**src/bsa4_pkg.sv**
```systemverilog
// Shared types and constants for the 4-bit bit-slice ALU.
`default_nettype none
package bsa4_pkg;

	localparam int unsigned NIB_W = 4;

	// Source operand pairs, R then S
	typedef enum logic [2:0] {
		SRC_AQ = 3'd0,
		SRC_AB = 3'd1,
		SRC_ZQ = 3'd2,
		SRC_ZB = 3'd3,
		SRC_ZA = 3'd4,
		SRC_DA = 3'd5,
		SRC_DQ = 3'd6,
		SRC_DZ = 3'd7
	} src_t;

	typedef enum logic [2:0] {
		FN_ADD   = 3'd0,
		FN_SUBR  = 3'd1,
		FN_SUBS  = 3'd2,
		FN_OR    = 3'd3,
		FN_AND   = 3'd4,
		FN_NOTRS = 3'd5,
		FN_EXOR  = 3'd6,
		FN_EXNOR = 3'd7
	} func_t;

	typedef enum logic [2:0] {
		DST_QREG  = 3'd0,
		DST_NOP   = 3'd1,
		DST_RAMA  = 3'd2,
		DST_RAMF  = 3'd3,
		DST_RAMQD = 3'd4,
		DST_RAMD  = 3'd5,
		DST_RAMQU = 3'd6,
		DST_RAMU  = 3'd7
	} dest_t;

	// ALU result and flags handed from the ALU to the top level
	typedef struct packed {
		logic [NIB_W-1:0] f;
		logic             carry;
		logic             ovr;
		logic             pn;
		logic             gn;
	} alu_res_t;

endpackage
`default_nettype wire

```
**src/bsa4_alu.sv**
```systemverilog
// Eight-function 4-bit ALU with carry, overflow and lookahead outputs.
`default_nettype none
module bsa4_alu (
	input  wire logic [bsa4_pkg::NIB_W-1:0] r,
	input  wire logic [bsa4_pkg::NIB_W-1:0] s,
	input  wire bsa4_pkg::func_t            func,
	input  wire logic                       cn,
	output bsa4_pkg::alu_res_t              res
);

	logic [bsa4_pkg::NIB_W-1:0] ri, si, p, g;
	logic c1, c2, c3, c4, pall, gany, gsum, t, u, v;

	always_comb begin
		ri = r;
		si = s;
		if (func == bsa4_pkg::FN_SUBR || func == bsa4_pkg::FN_NOTRS ||
				func == bsa4_pkg::FN_EXOR)
			ri = ~r;
		if (func == bsa4_pkg::FN_SUBS)
			si = ~s;
	end

	assign p    = ri | si;
	assign g    = ri & si;
	assign pall = &p;
	assign gany = |g;
	assign c1   = g[0] | (p[0] & cn);
	assign c2   = g[1] | (p[1] & c1);
	assign c3   = g[2] | (p[2] & c2);
	assign c4   = g[3] | (p[3] & c3);
	// upper three terms of the group generate
	assign gsum = g[3] | (p[3] & g[2]) | (p[3] & p[2] & g[1]);

	// overflow terms of the exclusive functions
	assign t = ~p[2] | (~g[2] & ~p[1]) | (~g[2] & ~g[1] & ~p[0])
		| (~g[2] & ~g[1] & ~g[0] & cn);
	assign u = ~g[3] & ~g[2] & ~g[1];
	assign v = ~p[3] | (~g[3] & ~p[2]) | (~g[3] & ~g[2] & ~p[1])
		| (u & ~p[0]) | (u & ~g[0] & cn);

	always_comb begin
		res = '0;
		case (func)
			bsa4_pkg::FN_ADD, bsa4_pkg::FN_SUBR, bsa4_pkg::FN_SUBS: begin
				res.f     = ri ^ si ^ {c3, c2, c1, cn};
				res.pn    = ~pall;
				res.gn    = ~(gsum | (p[3] & p[2] & p[1] & g[0]));
				res.carry = c4;
				res.ovr   = c3 ^ c4;
			end
			bsa4_pkg::FN_OR: begin
				res.f     = p;
				res.pn    = 1'b0;
				res.gn    = pall;
				res.carry = ~pall | cn;
				res.ovr   = ~pall | cn;
			end
			bsa4_pkg::FN_AND, bsa4_pkg::FN_NOTRS: begin
				res.f     = g;
				res.pn    = 1'b0;
				res.gn    = ~gany;
				res.carry = gany | cn;
				res.ovr   = gany | cn;
			end
			default: begin
				res.f     = ~(ri ^ si);
				res.pn    = gany;
				res.gn    = gsum | pall;
				res.carry = ~(gsum | (pall & (g[0] | ~cn)));
				res.ovr   = t ^ v;
			end
		endcase
	end

endmodule
`default_nettype wire

```
**src/bit_slice_alu_4bit.sv**
```systemverilog
// Top level of the 4-bit bit-slice ALU: register file, Q register and pipeline.
//
// One microinstruction per input beat on s_axis; one result beat per
// microinstruction on m_axis, in order.
// Pipeline: an accepted beat lands in the stage-1 register together with the
// register-file words A and B, read at acceptance. During stage 1 the ALU and
// shifters run, the register file and Q are written back, and the result is
// loaded into the output register, which offers it on m_axis. One beat can be
// accepted every cycle while m_axis_tready is high or the output is empty.
// A stage-1 write to the register file is forwarded to the read of the beat
// being accepted in the same cycle, so back-to-back dependent beats see the
// updated words.
// Stall: while m_axis_tready is low, the output register holds its beat, the
// stage-1 beat waits with no write-back, and s_axis_tready drops once both
// are full.
// Reset clears the pipeline valids, the Q register and the register-file
// valid bits, so every register-file word reads as zero until written.
`default_nettype none
module bit_slice_alu_4bit #(
	parameter int unsigned REG_COUNT = 16
) (
	input  wire logic        clk,
	input  wire logic        arst_n,
	input  wire logic        s_axis_tvalid,
	output logic             s_axis_tready,
	// [2:0] src, [5:3] func, [8:6] dest, [12:9] addr_a, [16:13] addr_b,
	// [20:17] d_in, [21] carry_in, [22] out_enable_n, [23] ram_shift_in,
	// [24] q_shift_in, [31:25] zero
	input  wire logic [31:0] s_axis_tdata,
	output logic             m_axis_tvalid,
	input  wire logic        m_axis_tready,
	// [3:0] y_out, [4] y_driven, [5] carry_out, [6] overflow, [7] sign_bit,
	// [8] zero_flag, [9] prop_n, [10] gen_n, [11] ram_shift_out,
	// [12] q_shift_out, [15:13] zero
	output logic [15:0]      m_axis_tdata
);

	localparam int unsigned AW = $clog2(REG_COUNT);
	localparam int unsigned NW = bsa4_pkg::NIB_W;

	// unpack the incoming beat
	bsa4_pkg::src_t  in_src;
	bsa4_pkg::func_t in_func;
	bsa4_pkg::dest_t in_dest;
	logic [AW-1:0]   in_addr_a, in_addr_b;

	assign in_src    = bsa4_pkg::src_t'(s_axis_tdata[2:0]);
	assign in_func   = bsa4_pkg::func_t'(s_axis_tdata[5:3]);
	assign in_dest   = bsa4_pkg::dest_t'(s_axis_tdata[8:6]);
	assign in_addr_a = s_axis_tdata[9 +: AW];
	assign in_addr_b = s_axis_tdata[13 +: AW];

	// stage 1 registers
	logic            valid_s1;
	bsa4_pkg::src_t  src_s1;
	bsa4_pkg::func_t func_s1;
	bsa4_pkg::dest_t dest_s1;
	logic [AW-1:0]   addr_b_s1;
	logic [NW-1:0]   d_s1, a_s1, b_s1;
	logic            cn_s1, oe_n_s1, rsi_s1, qsi_s1;

	// state
	logic [NW-1:0]        reg_file_q [REG_COUNT];
	logic [REG_COUNT-1:0] rf_valid_q;
	logic [NW-1:0]        q_q;

	// output register
	logic        out_valid_q;
	logic [15:0] out_data_q;

	logic s_fire, advance, fire_s1;

	// stage 1 moves on when the output register is free or being emptied
	assign advance       = !out_valid_q || m_axis_tready;
	assign fire_s1       = valid_s1 && advance;
	assign s_axis_tready = !valid_s1 || advance;
	assign s_fire        = s_axis_tvalid && s_axis_tready;

	// operand selection
	logic [NW-1:0] r_op, s_op;

	always_comb begin
		r_op = '0;
		s_op = '0;
		case (src_s1)
			bsa4_pkg::SRC_AQ: begin r_op = a_s1; s_op = q_q;  end
			bsa4_pkg::SRC_AB: begin r_op = a_s1; s_op = b_s1; end
			bsa4_pkg::SRC_ZQ: begin r_op = '0;   s_op = q_q;  end
			bsa4_pkg::SRC_ZB: begin r_op = '0;   s_op = b_s1; end
			bsa4_pkg::SRC_ZA: begin r_op = '0;   s_op = a_s1; end
			bsa4_pkg::SRC_DA: begin r_op = d_s1; s_op = a_s1; end
			bsa4_pkg::SRC_DQ: begin r_op = d_s1; s_op = q_q;  end
			default:          begin r_op = d_s1; s_op = '0;   end
		endcase
	end

	bsa4_pkg::alu_res_t alu;

	bsa4_alu u_alu (
		.r    (r_op),
		.s    (s_op),
		.func (func_s1),
		.cn   (cn_s1),
		.res  (alu)
	);

	// destination decode: write-back and shift-out bits
	logic          rf_we, q_we, rso, qso;
	logic [NW-1:0] rf_wdata, q_wdata, y_val;

	always_comb begin
		rf_we    = 1'b0;
		q_we     = 1'b0;
		rf_wdata = alu.f;
		q_wdata  = alu.f;
		rso      = 1'b0;
		qso      = 1'b0;
		case (dest_s1)
			bsa4_pkg::DST_QREG: q_we = 1'b1;
			bsa4_pkg::DST_NOP:  ;
			bsa4_pkg::DST_RAMA, bsa4_pkg::DST_RAMF: rf_we = 1'b1;
			bsa4_pkg::DST_RAMQD, bsa4_pkg::DST_RAMD: begin
				rf_we    = 1'b1;
				rf_wdata = {rsi_s1, alu.f[NW-1:1]};
				q_we     = (dest_s1 == bsa4_pkg::DST_RAMQD);
				q_wdata  = {qsi_s1, q_q[NW-1:1]};
				rso      = alu.f[0];
				qso      = q_q[0];
			end
			default: begin
				rf_we    = 1'b1;
				rf_wdata = {alu.f[NW-2:0], rsi_s1};
				q_we     = (dest_s1 == bsa4_pkg::DST_RAMQU);
				q_wdata  = {q_q[NW-2:0], qsi_s1};
				rso      = alu.f[NW-1];
				qso      = q_q[NW-1];
			end
		endcase
	end

	assign y_val = (dest_s1 == bsa4_pkg::DST_RAMA) ? a_s1 : alu.f;

	logic wr_now;
	assign wr_now = fire_s1 && rf_we;

	// stage 1 control
	always_ff @(posedge clk or negedge arst_n) begin
		if (!arst_n) begin
			valid_s1 <= 1'b0;
		end else if (s_axis_tready) begin
			valid_s1 <= s_axis_tvalid;
		end
	end

	// stage 1 payload and registered register-file read, forwarding this cycle's write
	always_ff @(posedge clk) begin
		if (s_fire) begin
			src_s1    <= in_src;
			func_s1   <= in_func;
			dest_s1   <= in_dest;
			addr_b_s1 <= in_addr_b;
			d_s1      <= s_axis_tdata[20:17];
			cn_s1     <= s_axis_tdata[21];
			oe_n_s1   <= s_axis_tdata[22];
			rsi_s1    <= s_axis_tdata[23];
			qsi_s1    <= s_axis_tdata[24];
			if (wr_now && addr_b_s1 == in_addr_a)
				a_s1 <= rf_wdata;
			else
				a_s1 <= rf_valid_q[in_addr_a] ? reg_file_q[in_addr_a] : '0;
			if (wr_now && addr_b_s1 == in_addr_b)
				b_s1 <= rf_wdata;
			else
				b_s1 <= rf_valid_q[in_addr_b] ? reg_file_q[in_addr_b] : '0;
		end
	end

	// register file write port
	always_ff @(posedge clk) begin
		if (wr_now)
			reg_file_q[addr_b_s1] <= rf_wdata;
	end

	always_ff @(posedge clk or negedge arst_n) begin
		if (!arst_n) begin
			rf_valid_q <= '0;
			q_q        <= '0;
		end else if (fire_s1) begin
			if (rf_we)
				rf_valid_q[addr_b_s1] <= 1'b1;
			if (q_we)
				q_q <= q_wdata;
		end
	end

	// output register: load on advance, hold while the receiver stalls
	always_ff @(posedge clk or negedge arst_n) begin
		if (!arst_n) begin
			out_valid_q <= 1'b0;
		end else if (advance) begin
			out_valid_q <= valid_s1;
		end
	end

	always_ff @(posedge clk) begin
		if (fire_s1) begin
			out_data_q <= {3'b000, qso, rso, alu.gn, alu.pn, (alu.f == '0),
				alu.f[NW-1], alu.ovr, alu.carry, !oe_n_s1,
				(oe_n_s1 ? {NW{1'b0}} : y_val)};
		end
	end

	assign m_axis_tvalid = out_valid_q;
	assign m_axis_tdata  = out_data_q;

	// input side only blocks when both stages are full and the output stalls
	assert property (@(posedge clk) disable iff (!arst_n)
		!s_axis_tready |-> (valid_s1 && out_valid_q && !m_axis_tready))
		else $error("input stalled with a free stage");

	// a write forwarded to the beat accepted in the same cycle lands in A
	assert property (@(posedge clk) disable iff (!arst_n)
		(s_fire && wr_now && addr_b_s1 == in_addr_a) |=> (a_s1 == $past(rf_wdata)))
		else $error("register-file forwarding to A lost");

	// Q only changes when a stage-1 beat fires
	assert property (@(posedge clk) disable iff (!arst_n)
		!fire_s1 |=> $stable(q_q))
		else $error("Q register changed without a beat");

	// stalled stage 1 must not write the register file
	assert property (@(posedge clk) disable iff (!arst_n)
		(valid_s1 && !advance) |=> $stable(rf_valid_q))
		else $error("register file written during a stall");

endmodule
`default_nettype wire
```
**config.mk**
```make
export PLATFORM = sky130hd
export DESIGN_NAME = bit_slice_alu_4bit
export DESIGN_NICKNAME = d
export VERILOG_FILES = /design/src/bsa4_pkg.sv /design/src/bsa4_alu.sv /design/src/bit_slice_alu_4bit.sv
export SDC_FILE = /design/constraint.sdc
export NUM_CORES = 1
export LEC_CHECK = 0
export BUFFER_PORTS_ARGS = -buffer_cell sky130_fd_sc_hd__buf_2
export CAP_MARGIN = 20
export CORE_MARGIN = 5
export CORE_UTILIZATION = 38
export CTS_CLUSTER_SIZE = 8
export DETAILED_ROUTE_END_ITERATION = 12
export PLACE_DENSITY = 0.61
export SYNTH_ARGS = -nofsm -noshare
export SYNTH_HDL_FRONTEND = slang
export SYNTH_SLANG_ARGS = --single-unit
```
**constraint.sdc**
```tcl
create_clock -name clk -period 10.2 [get_ports clk]
set_clock_uncertainty 0.1 [all_clocks]
set_input_delay 2.55 -clock clk [delete_from_list [all_inputs] [get_ports clk]]
set_output_delay 2.55 -clock clk [all_outputs]
set_load 0.005 [all_outputs]
```
-- Word-level counts from Yosys, hierarchy flattened
Memories as Yosys holds them, arrays and structs flattened.
Index checks and enable logic that the tools add are counted.
- bits in registers: 64
- latch bits: 0
- bits in writable memories: 64
- bits in read-only memories: 0
- bits of input ports: 36
- memories: 1
- memory list (name ; depth ; bits a word ; read ports ; clocked after memory_dff ; wr ports ; line ; source):
    reg_file_q ; 16 ; 4 ; 2 ; 0 ; 1 ; bit_slice_alu_4bit.sv:63 ; logic [NW-1:0] reg_file_q [REG_COUNT];
- add/sub/neg operators: 0
- $mul: 0
- div/mod/pow operators: 0
- order comparisons: 4
- equal/unequal tests: 20
- shift operators: 0
- multiplexer cells: 24
- bitwise logic cells: 65
- reduce and logical (&&, ||, !) cells: 32
- operators by type and width (kind ; number):
    two-way mux 4 bit ; 7
    equality test 3 bit (second input constant) ; 9
    case mux 4 bit (2 select lines) ; 3
    case mux 8 bit (3 select lines) ; 1
    bitwise AND 1 bit ; 22
    OR 1 bit ; 19
    equality test 3 x 2 -> 1 bit (second input constant) ; 6
    OR 16 bit ; 1
    less-than comparator 4 x 5 -> 1 bit (second input constant) ; 3
    NOT 1 bit ; 14
    NOT 4 bit ; 3
    case mux 4 bit (3 select lines) ; 1
    OR reduction 2 bit ; 6
    OR reduction 3 bit ; 4
    equality test 3 x 1 -> 1 bit (second input constant) ; 3
    zero test 3 bit ; 3
    binary-select mux 1 bit (select 4 bit) ; 2
    equality test 4 bit ; 2
    OR reduction 4 bit ; 2
    bitwise XOR 4 bit ; 2
    logical AND 1 bit ; 6
    two-way mux 1 bit ; 6
    bitwise AND 4 bit ; 1
    demux 1 bit (select 4 bit) ; 1
    10 further kinds ; 18

-- Logic depth before layout (Yosys ltp)
Gate-level depths: netlist of the first run.
- word-level depth: 18
- mapped depth: 16
- mapped depth without buffers: 14

-- Hierarchy
A second synthesis of the first run with hierarchy kept.
- cell total of the unflattened synthesis: 460
- area, all modules: 6860.3 um^2
- by module, submodules not included (module ; times used ; cells an instance ; area each (um^2)):
    bit_slice_alu_4bit ; 1 ; 367 ; 6152.2
    bsa4_alu ; 1 ; 93 ; 708.2

-- Worst setup path after synthesis of the first run
Ideal clock, no wire load.
- path type: in2out
- start point: in m_axis_tready
- end point: out s_axis_tready
- data arrival time: 2724 ps
- required time: 7550 ps
- path slack: 4826 ps
- cell stages on the path: 1
- buffers on the path: 0
- cell sequence: nand3b_1
- longest elaborated chain between the ends: 2
- RTL lines (what ; line ; source):
    start: declaration ; bit_slice_alu_4bit.sv:31 ; input wire logic m_axis_tready,
    logical OR 1 bit ; bit_slice_alu_4bit.sv:74 ; assign advance = !out_valid_q || m_axis_tready;
    logical OR 1 bit ; bit_slice_alu_4bit.sv:76 ; assign s_axis_tready = !valid_s1 || advance;
    end: declaration ; bit_slice_alu_4bit.sv:25 ; output logic s_axis_tready,
No other way between the ends.

-- Worst setup path after layout of the first run
Ends and elaborated chain as after synthesis.

==> results.cfg, run 1 <==
[timing]
rsz0062_at_grt = false
setup_viol = 0
drv_slew = 0
setup-tns-final_ps = 0
whs_ps = 396
post-route-period-util_pct = 55.0
relSlewSlack_pct = 34.0
setup_ws_ps = 4590
period_minus_slack_ps = 5610
fmax_ghz = 0.178
worst_pin_slew_ps = 982
hold_violations = 0

[pwr]
finalPower_mw = 1.57
power_density_mw_per_mm2 = 206
leakage_nw = 2.78
ir_worst_vdd_mv = 0.141

[detailed_routing]
wirelength_mm = 15.7
ant_nets = 0
via_count = 4108
drcViolationCount = 0
wl_per_cell_um = 20.9
first_pass_iters = 4
dr.first_iter.drc_count = 203
viasPerCell = 5.49

[cts]
clockBufferDepth = 2
holdBufCountCts = 0
post_cts_resized = 0
clkSlewWorstSetupHoldPaths_ps = 50
clk_latency_ps = 420
cts_tree = done
h-tree-depth = 4
clockRootBuffer = clkbuf_16
clock-sinks = 128
numCtsBuffers = 17
postCtsSetupBuffers = 0

[synthesis]
syn_area_mm2 = 0.00677
yosys_most_used_dff = edfxtp_1
postSynthAreaPerCell_um2 = 14.2
yosysWarnings = 0
synth_seq_cells = 128
postSynth.asyncResetShare_pct = 17.2
synth_edf_count = 106
synth-seq-area-share_pct = 55.1
synth_cell_type_count = 60
synthesis.instances = 476

[die]
die_area_mm2 = 0.0206
core_mm2 = 0.0174
die_h_um = 144
initial_utilization_pct = 38.9
ioPinCount = 54
placementRows = 48
die_w_um = 144

[worst_setup_path]
r2r-end = reg_file_q[0][2]
r2r-start = func_s1[2]
startpoint_type = input pin
crit_type = input pin to primary output
crit_required_ps = 7550
r2r_cells = 13
cp-end-kind = primary output
critPathArrivalTime_ps = 2960
worst-path-max-fanout = 3
rrSetupSlack_ps = 5250

[cells_and_area]
seq_area_mm2 = 0.00373
fin_nets = 558
area_growth_pct = 12.7
fill_cells = 1585
diodes = 0
design_area_mm2 = 0.00763
multi_input_area_mm2 = 0.00278
drive_above_1_share_pct = 24.5

[global_routing]
grt_max_degree = 30
grt_pass1_vias = 4292
grt_pass1_wl_mm = 24.3
grt_usage_pct = 16.0
grt_overflow = 0
antenna_found_initial = 0

[outcome]
status = complete, no violations

[placement]
gp_congestion = 0.828
post_dp_cell_area_mm2 = 0.00710
dp_hpwl_mm = 10.9
dpl_worst_slack_ps = 4580
place.port_buffers = 43

[hold_path]
hold_path_depth = 1
hp-start = rf_valid_q[7]
hp-class = flop to flop
hold_end = rf_valid_q[7]

[job]
cap_violations = 0
==> power by group <==
part / internal, mW / total, mW / leakage (nW) / switching (mW)
clock network: 0.332 / 0.542 / 0.257 / 0.210
logic: 0.148 / 0.335 / 1.29 / 0.187
registers: 0.651 / 0.696 / 1.23 / 0.0450
==> cells in the final DEF, fill, tap and decap left out, types with 3 or more instances in the layout <==
cell	synthesis	layout
conb_1	1	3
o21ai_1	7	7
nor2b_1	10	10
clkinv_2	0	6
clkinvlp_4	0	3
o221ai_1	3	3
buf_2	15	43
nor2_1	33	33
o221a_2	4	4
xnor2_1	12	12
mux2i_1	41	41
mux2_2	8	8
clkbuf_16	0	17
mux4_2	33	33
a22oi_1	4	4
clkbuf_1	5	4
a21o_1	7	7
nand3_1	6	6
inv_1	19	19
a32o_1	4	4
a21oi_1	12	12
or2_1	18	18
nand2b_1	7	7
nor4_1	3	3
fa_1	4	4
ha_1	8	8
dfrtp_1	22	22
nand3b_1	3	3
edfxtp_1	106	106
o21ai_0	4	4
o22a_1	4	4
nor3_1	4	4
xor2_1	5	5
nand2_1	11	11
o22ai_1	3	3
mux2_1	5	5
==> cells by family (layout without fill, tap and decap cells) <==
family / after synthesis / count (layout) / synth area share [%]
buffers and inverters: 51 / 96 / 3.88
AOI/OAI and AO/OA: 70 / 70 / 7.87
DFF: 128 / 128 / 55.1
other: 1 / 3 / 0.0554
muxes: 88 / 88 / 19.5
and+or+nand+nor: 109 / 109 / 8.68
adders and majority gates: 12 / 12 / 2.66
xor gates and xnor gates: 17 / 17 / 2.20
==> state kept, by name, summed over array words and instances (netlist names), 3 cells and up <==
signal,cells
reg_file_q,64
rf_valid_q,16
m_axis_tdata,13
a_s1,4
addr_b_s1,4
b_s1,4
d_s1,4
q_q,4
dest_s1,3
func_s1,3
src_s1,3
==> synthesized netlist by cell type (5+ instances only) <==
library cell	count	area share, %
buf_4	8	0.89
xnor2_1	12	1.6
nand2_1	11	0.61
nand3_1	6	0.44
nor2_1	33	1.8
o21ai_1	7	0.52
ha_1	8	1.5
or2_1	18	1.7
buf_2	15	1.1
inv_1	19	1.1
clkbuf_1	5	0.28
mux2_2	8	1.3
xor2_1	5	0.65
a21oi_1	12	0.89
edfxtp_1	106	47
mux4_2	33	11
nor2b_1	10	0.92
dfrtp_1	22	8.1
mux2_1	5	0.83
a21o_1	7	0.78
nand2b_1	7	0.65
mux2i_1	41	6.1
==> area by class of cell <==
cell class              count  share of cell area [%]
multi-input cells         299                    36.5
well taps                 225                    3.69
clock inverters            11                    1.20
flip-flops and latches    128                    48.9
inverters                  19                   0.934
clock buffers              21                    5.77
repair buffers             45                    3.02
==> through the flow <==
stage	util, %	std cells
floorplan	-	478
global placement	40.7	715
detailed placement	40.8	716
CTS	43.8	748
global route	43.8	748
finish	43.8	748
==> metal layers <==
metal  part of all wire [%]  GRT usage [%]
met4                    2.3           7.23
met5                      0              0
met3                    6.1           3.73
met2                     52           27.3
met1                     40           19.2
==> worst max-delay path by stage <==
stage                  start       endpoint  slack, ps  depth (start not counted)
6_report       m_axis_tready  s_axis_tready       4590                          3
5_1_grt        m_axis_tready  s_axis_tready       4550                          3
4_1_cts        m_axis_tready  s_axis_tready       4580                          3
3_5_place_dp   m_axis_tready  s_axis_tready       4580                          3
3_3_place_gp   m_axis_tready  s_axis_tready       4590                          3
2_1_floorplan  m_axis_tready  s_axis_tready       4830                          1
==> critical path, stage by stage <==
cell and delay, ps:
buf_2 100, nand3b_1 170, buf_2 150
No activity file was read; power rests on OpenSTA's default activity.
==> run 2: changes to the inputs <==
PLACE_DENSITY = 0.63   (was 0.61)
clock period = 5.12 ns   (was 10.2 ns; I/O delays follow)
==> run 2 against run 1 <==
Cell count increased by 0.40%. Critical path depth increased by 10. Total power increased by 98%.
==> results.cfg, run 2 (synthesis gave the netlist of run 1 again) <==
[outcome]
status = complete, no violations

[cells_and_area]
largest_register_ffs = 64
largest_register = reg_file_q
design_area_mm2 = 0.00765
stdcell_count = 751
final_common_cell = edfxtp_1
fin_nets = 561
diodes = 0
fill_cells = 1577
area_growth_pct = 12.9
drive_above_1_share_pct = 25.3
final_cell_mix = 106 x edfxtp_1, 43 x buf_2, 41 x mux2i_1, 33 x nor2_1, 33 x mux4_2

[cts]
clkSlewWorstSetupHoldPaths_ps = 60
clockBufferDepth = 2
clk_latency_ps = 420
post_cts_resized = 0
holdBufCountCts = 0
clockRootBuffer = clkbuf_16
clock-sinks = 128
numCtsBuffers = 17
postCtsSetupBuffers = 0
h-tree-depth = 4
cts_tree = done

[die]
initial_utilization_pct = 38.9
die_area_mm2 = 0.0206
ioPinCount = 54
die_w_um = 144
placementRows = 48
die_h_um = 144
core_mm2 = 0.0174

[pwr]
finalPower_mw = 3.11
leakage_nw = 2.79
power.internal_mw = 2.21
clkPwrFrac_pct = 34.2
pwr-share-comb_pct = 21.5
switchingPower_uw = 906
power_density_mw_per_mm2 = 407
pwr-share-seq_pct = 44.3
swShare_pct = 29.1
ir_worst_vdd_mv = 0.239

[global_routing]
grt_usage_pct = 15.7
grt_overflow = 0
grt_pass1_vias = 4257
grt_max_degree = 30
antenna_found_initial = 0
grt_pass1_wl_mm = 24.1

[timing]
post-route-period-util_pct = 94.0
drv_slew = 0
relSlewSlack_pct = 34.9
period_minus_slack_ps = 4810
hold_violations = 0
fmax_ghz = 0.208
setup_viol = 0
setup-tns-final_ps = 0
rsz0062_at_grt = false
worst_pin_slew_ps = 977

[worst_setup_path]
rrSetupSlack_ps = 310
cp-end-kind = flop
r2r-end = reg_file_q[15][2]
crit_type = flop to flop
r2r_cells = 13
r2r-start = src_s1[0]
startpoint_type = flop
worst-path-max-fanout = 16
crit_required_ps = 5110
critPathArrivalTime_ps = 4800
crit_end = reg_file_q[15][2]
crit_start = src_s1[0]

[placement]
place.port_buffers = 43
gp_congestion = 0.838
dp_hpwl_mm = 10.7
post_dp_cell_area_mm2 = 0.00712
place_inst = 719

[detailed_routing]
dr.first_iter.drc_count = 324
wl_per_cell_um = 20.3
viasPerCell = 5.50
drcViolationCount = 0
first_pass_iters = 5
ant_nets = 0
via_count = 4130
wirelength_mm = 15.2

[job]
cap_violations = 0

[hold_path]
hp-start = rf_valid_q[5]
hp-class = flop to flop
-- run 2: critical path: stages, from the launching register on --
cell and delay [ps]:
edfxtp_1 510, or2_1 320, a32o_1 290, xor2_1 190
inv_1 110, fa_1 410, fa_1 380, fa_1 440
fa_1 460, mux2_1 300, o221a_2 350, mux2i_1 160
a21o_1 220, inv_1 240
-- run 2: worst min path at each step --
stage / slack, ps / cells past startpoint / to
after floorplan: 340 / 1 / rf_valid_q[8]
after global placement: 360 / 1 / rf_valid_q[8]
after detailed placement: 370 / 1 / rf_valid_q[5]
after CTS: 380 / 1 / rf_valid_q[5]
after global routing: 400 / 1 / rf_valid_q[5]
final: 370 / 1 / rf_valid_q[5]
-- run 2: power by group through the flow --
stage	registers [mW]	clock network [mW]	logic [mW]
after detailed placement	1.40	0	0.674
after global routing	1.39	1.14	0.742
after floorplan	1.36	0	0.506
after global placement	1.39	0	0.652
final	1.38	1.07	0.670
after CTS	1.38	1.09	0.676
-- run 2: metrics by stage --
step | hold WS (ps) | setup WS, ps | util, %
floorplan | 345 | 721 | -
global placement | 360 | 387 | 40.9
global route | 397 | 63.0 | 43.9
CTS | 384 | 293 | 43.9
finish | 375 | 309 | 43.9
detailed placement | 368 | 296 | 40.9
-- run 2: area by class of cell --
type	count	area [um^2]	share of cell area (%)
sequential	128	3730	48.8
clock inverter	14	95.1	1.24
clock buffer	18	429	5.61
multi-input combinational	299	2780	36.4
tap	225	282	3.68
timing repair buffer	48	253	3.30
inverter	19	71.3	0.933
-- run 2: per-layer routing --
layer | part of all wire, % | routed length [um] | GRT usage [%]
met1 | 42 | 6360 | 19.6
met2 | 51 | 7730 | 26.4
met3 | 6.1 | 933 | 4.76
met4 | 1.3 | 191 | 4.71
met5 | 0 | 0 | 0
==> run 3: changes to the inputs <==
RECOVER_POWER = 100   (was default)
SKIP_CTS_REPAIR_TIMING = 1   (was default)
==> run 3 against run 2 <==
The flow now finishes with violations (max-capacitance violations, max-slew violations). Maximum frequency about the same. Non-clock buffer count unchanged. First-iteration DRC count up 0.93%. Die area unchanged. Worst hold slack about the same. Utilization down 0.25 points. Register-to-register slack about the same. Clock power about the same. Sequential power about the same. Final area down 0.57%. Largest cell class unchanged. Highest routed layer unchanged.
==> results.cfg, run 3 (synthesis gave the netlist of run 1 again) <==
[pwr]
ir_worst_vdd_mv = 0.240
swShare_pct = 29.3
pwr-share-comb_pct = 21.2
pwr-share-seq_pct = 44.3
power_density_mw_per_mm2 = 409
power.internal_mw = 2.20
clkPwrFrac_pct = 34.5
switchingPower_uw = 913
leakage_nw = 2.73

[cts]
h-tree-depth = 4
clock-sinks = 128
clk_latency_ps = 430
clockBufferDepth = 2
clockRootBuffer = clkbuf_16
clkSlewWorstSetupHoldPaths_ps = 60
numCtsBuffers = 17
cts_tree = done

[placement]
gp_congestion = 0.838
dp_hpwl_mm = 10.7
dpl_worst_slack_ps = 296
post_dp_cell_area_mm2 = 0.00712
place.port_buffers = 43

[timing]
post-route-period-util_pct = 94.0
setup_viol = 0
period_minus_slack_ps = 4810
worst_pin_slew_ps = 1750
drv_slew = 81
hold_violations = 0
relSlewSlack_pct = -16.4
setup-tns-final_ps = 0
setup_ws_ps = 305
rsz0062_at_grt = false
fmax_ghz = 0.208

[global_routing]
antenna_found_initial = 0
grt_pass1_vias = 4257
grt_pass1_wl_mm = 24.1
grt_usage_pct = 15.7
grt_max_degree = 30
grt_overflow = 0

[worst_setup_path]
worst-path-max-fanout = 16
slowest_stage = edfxtp_1
crit_family = adder cells
cp.buffers_inverters = 2
cp_common_cell = fa_1
crit_type = flop to flop
critPathArrivalTime_ps = 4810
cp-end-kind = flop
startpoint_type = flop
crit_required_ps = 5120
crit_chain = or2_0 > a32o_1 > xor2_1 > inv_1 > fa_1 > fa_1 > fa_1 > fa_1 > mux2_1 > o221a_2 > mux2i_1 > a21o_1 > inv_1
slowest_delay_ps = 510

[detailed_routing]
wl_per_cell_um = 20.3
wirelength_mm = 15.3
topRoutingLayerUsed = met4
dr_wl_met2_mm = 7.77
dr_wl_met3_um = 957
first_pass_iters = 5
ant_nets = 0
dr.first_iter.drc_count = 327
drcViolationCount = 0
wl_met1_mm = 6.39
viasPerCell = 5.53
via_count = 4156

[cells_and_area]
final_common_cell = edfxtp_1
drive_above_1_share_pct = 20.9
final_cell_mix = 106 x edfxtp_1, 41 x mux2i_1, 34 x nor2_1, 33 x mux4_2, 26 x buf_2
design_area_mm2 = 0.00760
largest_register = reg_file_q
largest_register_ffs = 64
diodes = 0
fin_nets = 561
area_growth_pct = 12.3

[die]
initial_utilization_pct = 38.9
ioPinCount = 54
placementRows = 48
die_area_mm2 = 0.0206
die_w_um = 144
die_h_um = 144
core_mm2 = 0.0174

[outcome]
violations = max-capacitance violations, max-slew violations
status = finished, violations left

[hold_path]
hp-class = flop to flop

[job]
cap_violations = 3
-- run 3: path summary, 6_finish.rpt --
| kind | start | endpoint | slack, ps | depth (start not counted) |
|---|---|---|---|---|
| max in group asynchronous | arst_n | q_q[0] | 3090 | 1 |
| worst min register to register | rf_valid_q[5] | rf_valid_q[5] | 380 | 1 |
| min in group asynchronous | arst_n | rf_valid_q[8] | 1030 | 1 |
| worst max register to register | src_s1[0] | reg_file_q[2][2] | 310 | 13 |
| worst max-delay path | src_s1[0] | reg_file_q[2][2] | 310 | 13 |
| worst min-delay path | rf_valid_q[5] | rf_valid_q[5] | 380 | 1 |
-- run 3: power by group through the flow --
stage	clock network [mW]	logic, mW	registers (mW)
finish	1.07	0.661	1.38
floorplan	0	0.506	1.36
global route	1.14	0.731	1.39
CTS	1.09	0.676	1.38
detailed placement	0	0.674	1.40
global placement	0	0.652	1.39
-- run 3: worst reg2reg max path: cells and delay by family, from the launching register on --
kind            cells  cell delay (ps)
compound gates      3              860
buf+inv             2              350
mux                 2              460
flops               1              510
xor+xnor            1              200
simple gates        1              330
fa+ha+maj           4             1690
-- run 3: metrics by stage --
step	std cells	util, %	total power, mW	hold WS, ps
finish	751	43.7	3.11	375
global route	751	43.7	3.27	397
CTS	751	43.9	3.14	384
detailed placement	719	40.9	2.07	368
global placement	719	40.9	2.05	360
floorplan	478	-	1.87	345
-- run 3: layout make-up --
class,instances,area [um^2]
repair buffers,48,225
inverters,19,71.3
clock inverters,14,95.1
well taps,225,282
multi-input cells,299,2770
flip-flops and latches,128,3730
fillers,1568,9810
clock buffers,18,429
-- run 3: routing by layer --
metal	GRT usage, %	vias up
met1	19.6	2110
met5	0	-
li1	-	1905
met3	4.76	10
met4	4.71	0
met2	26.4	131
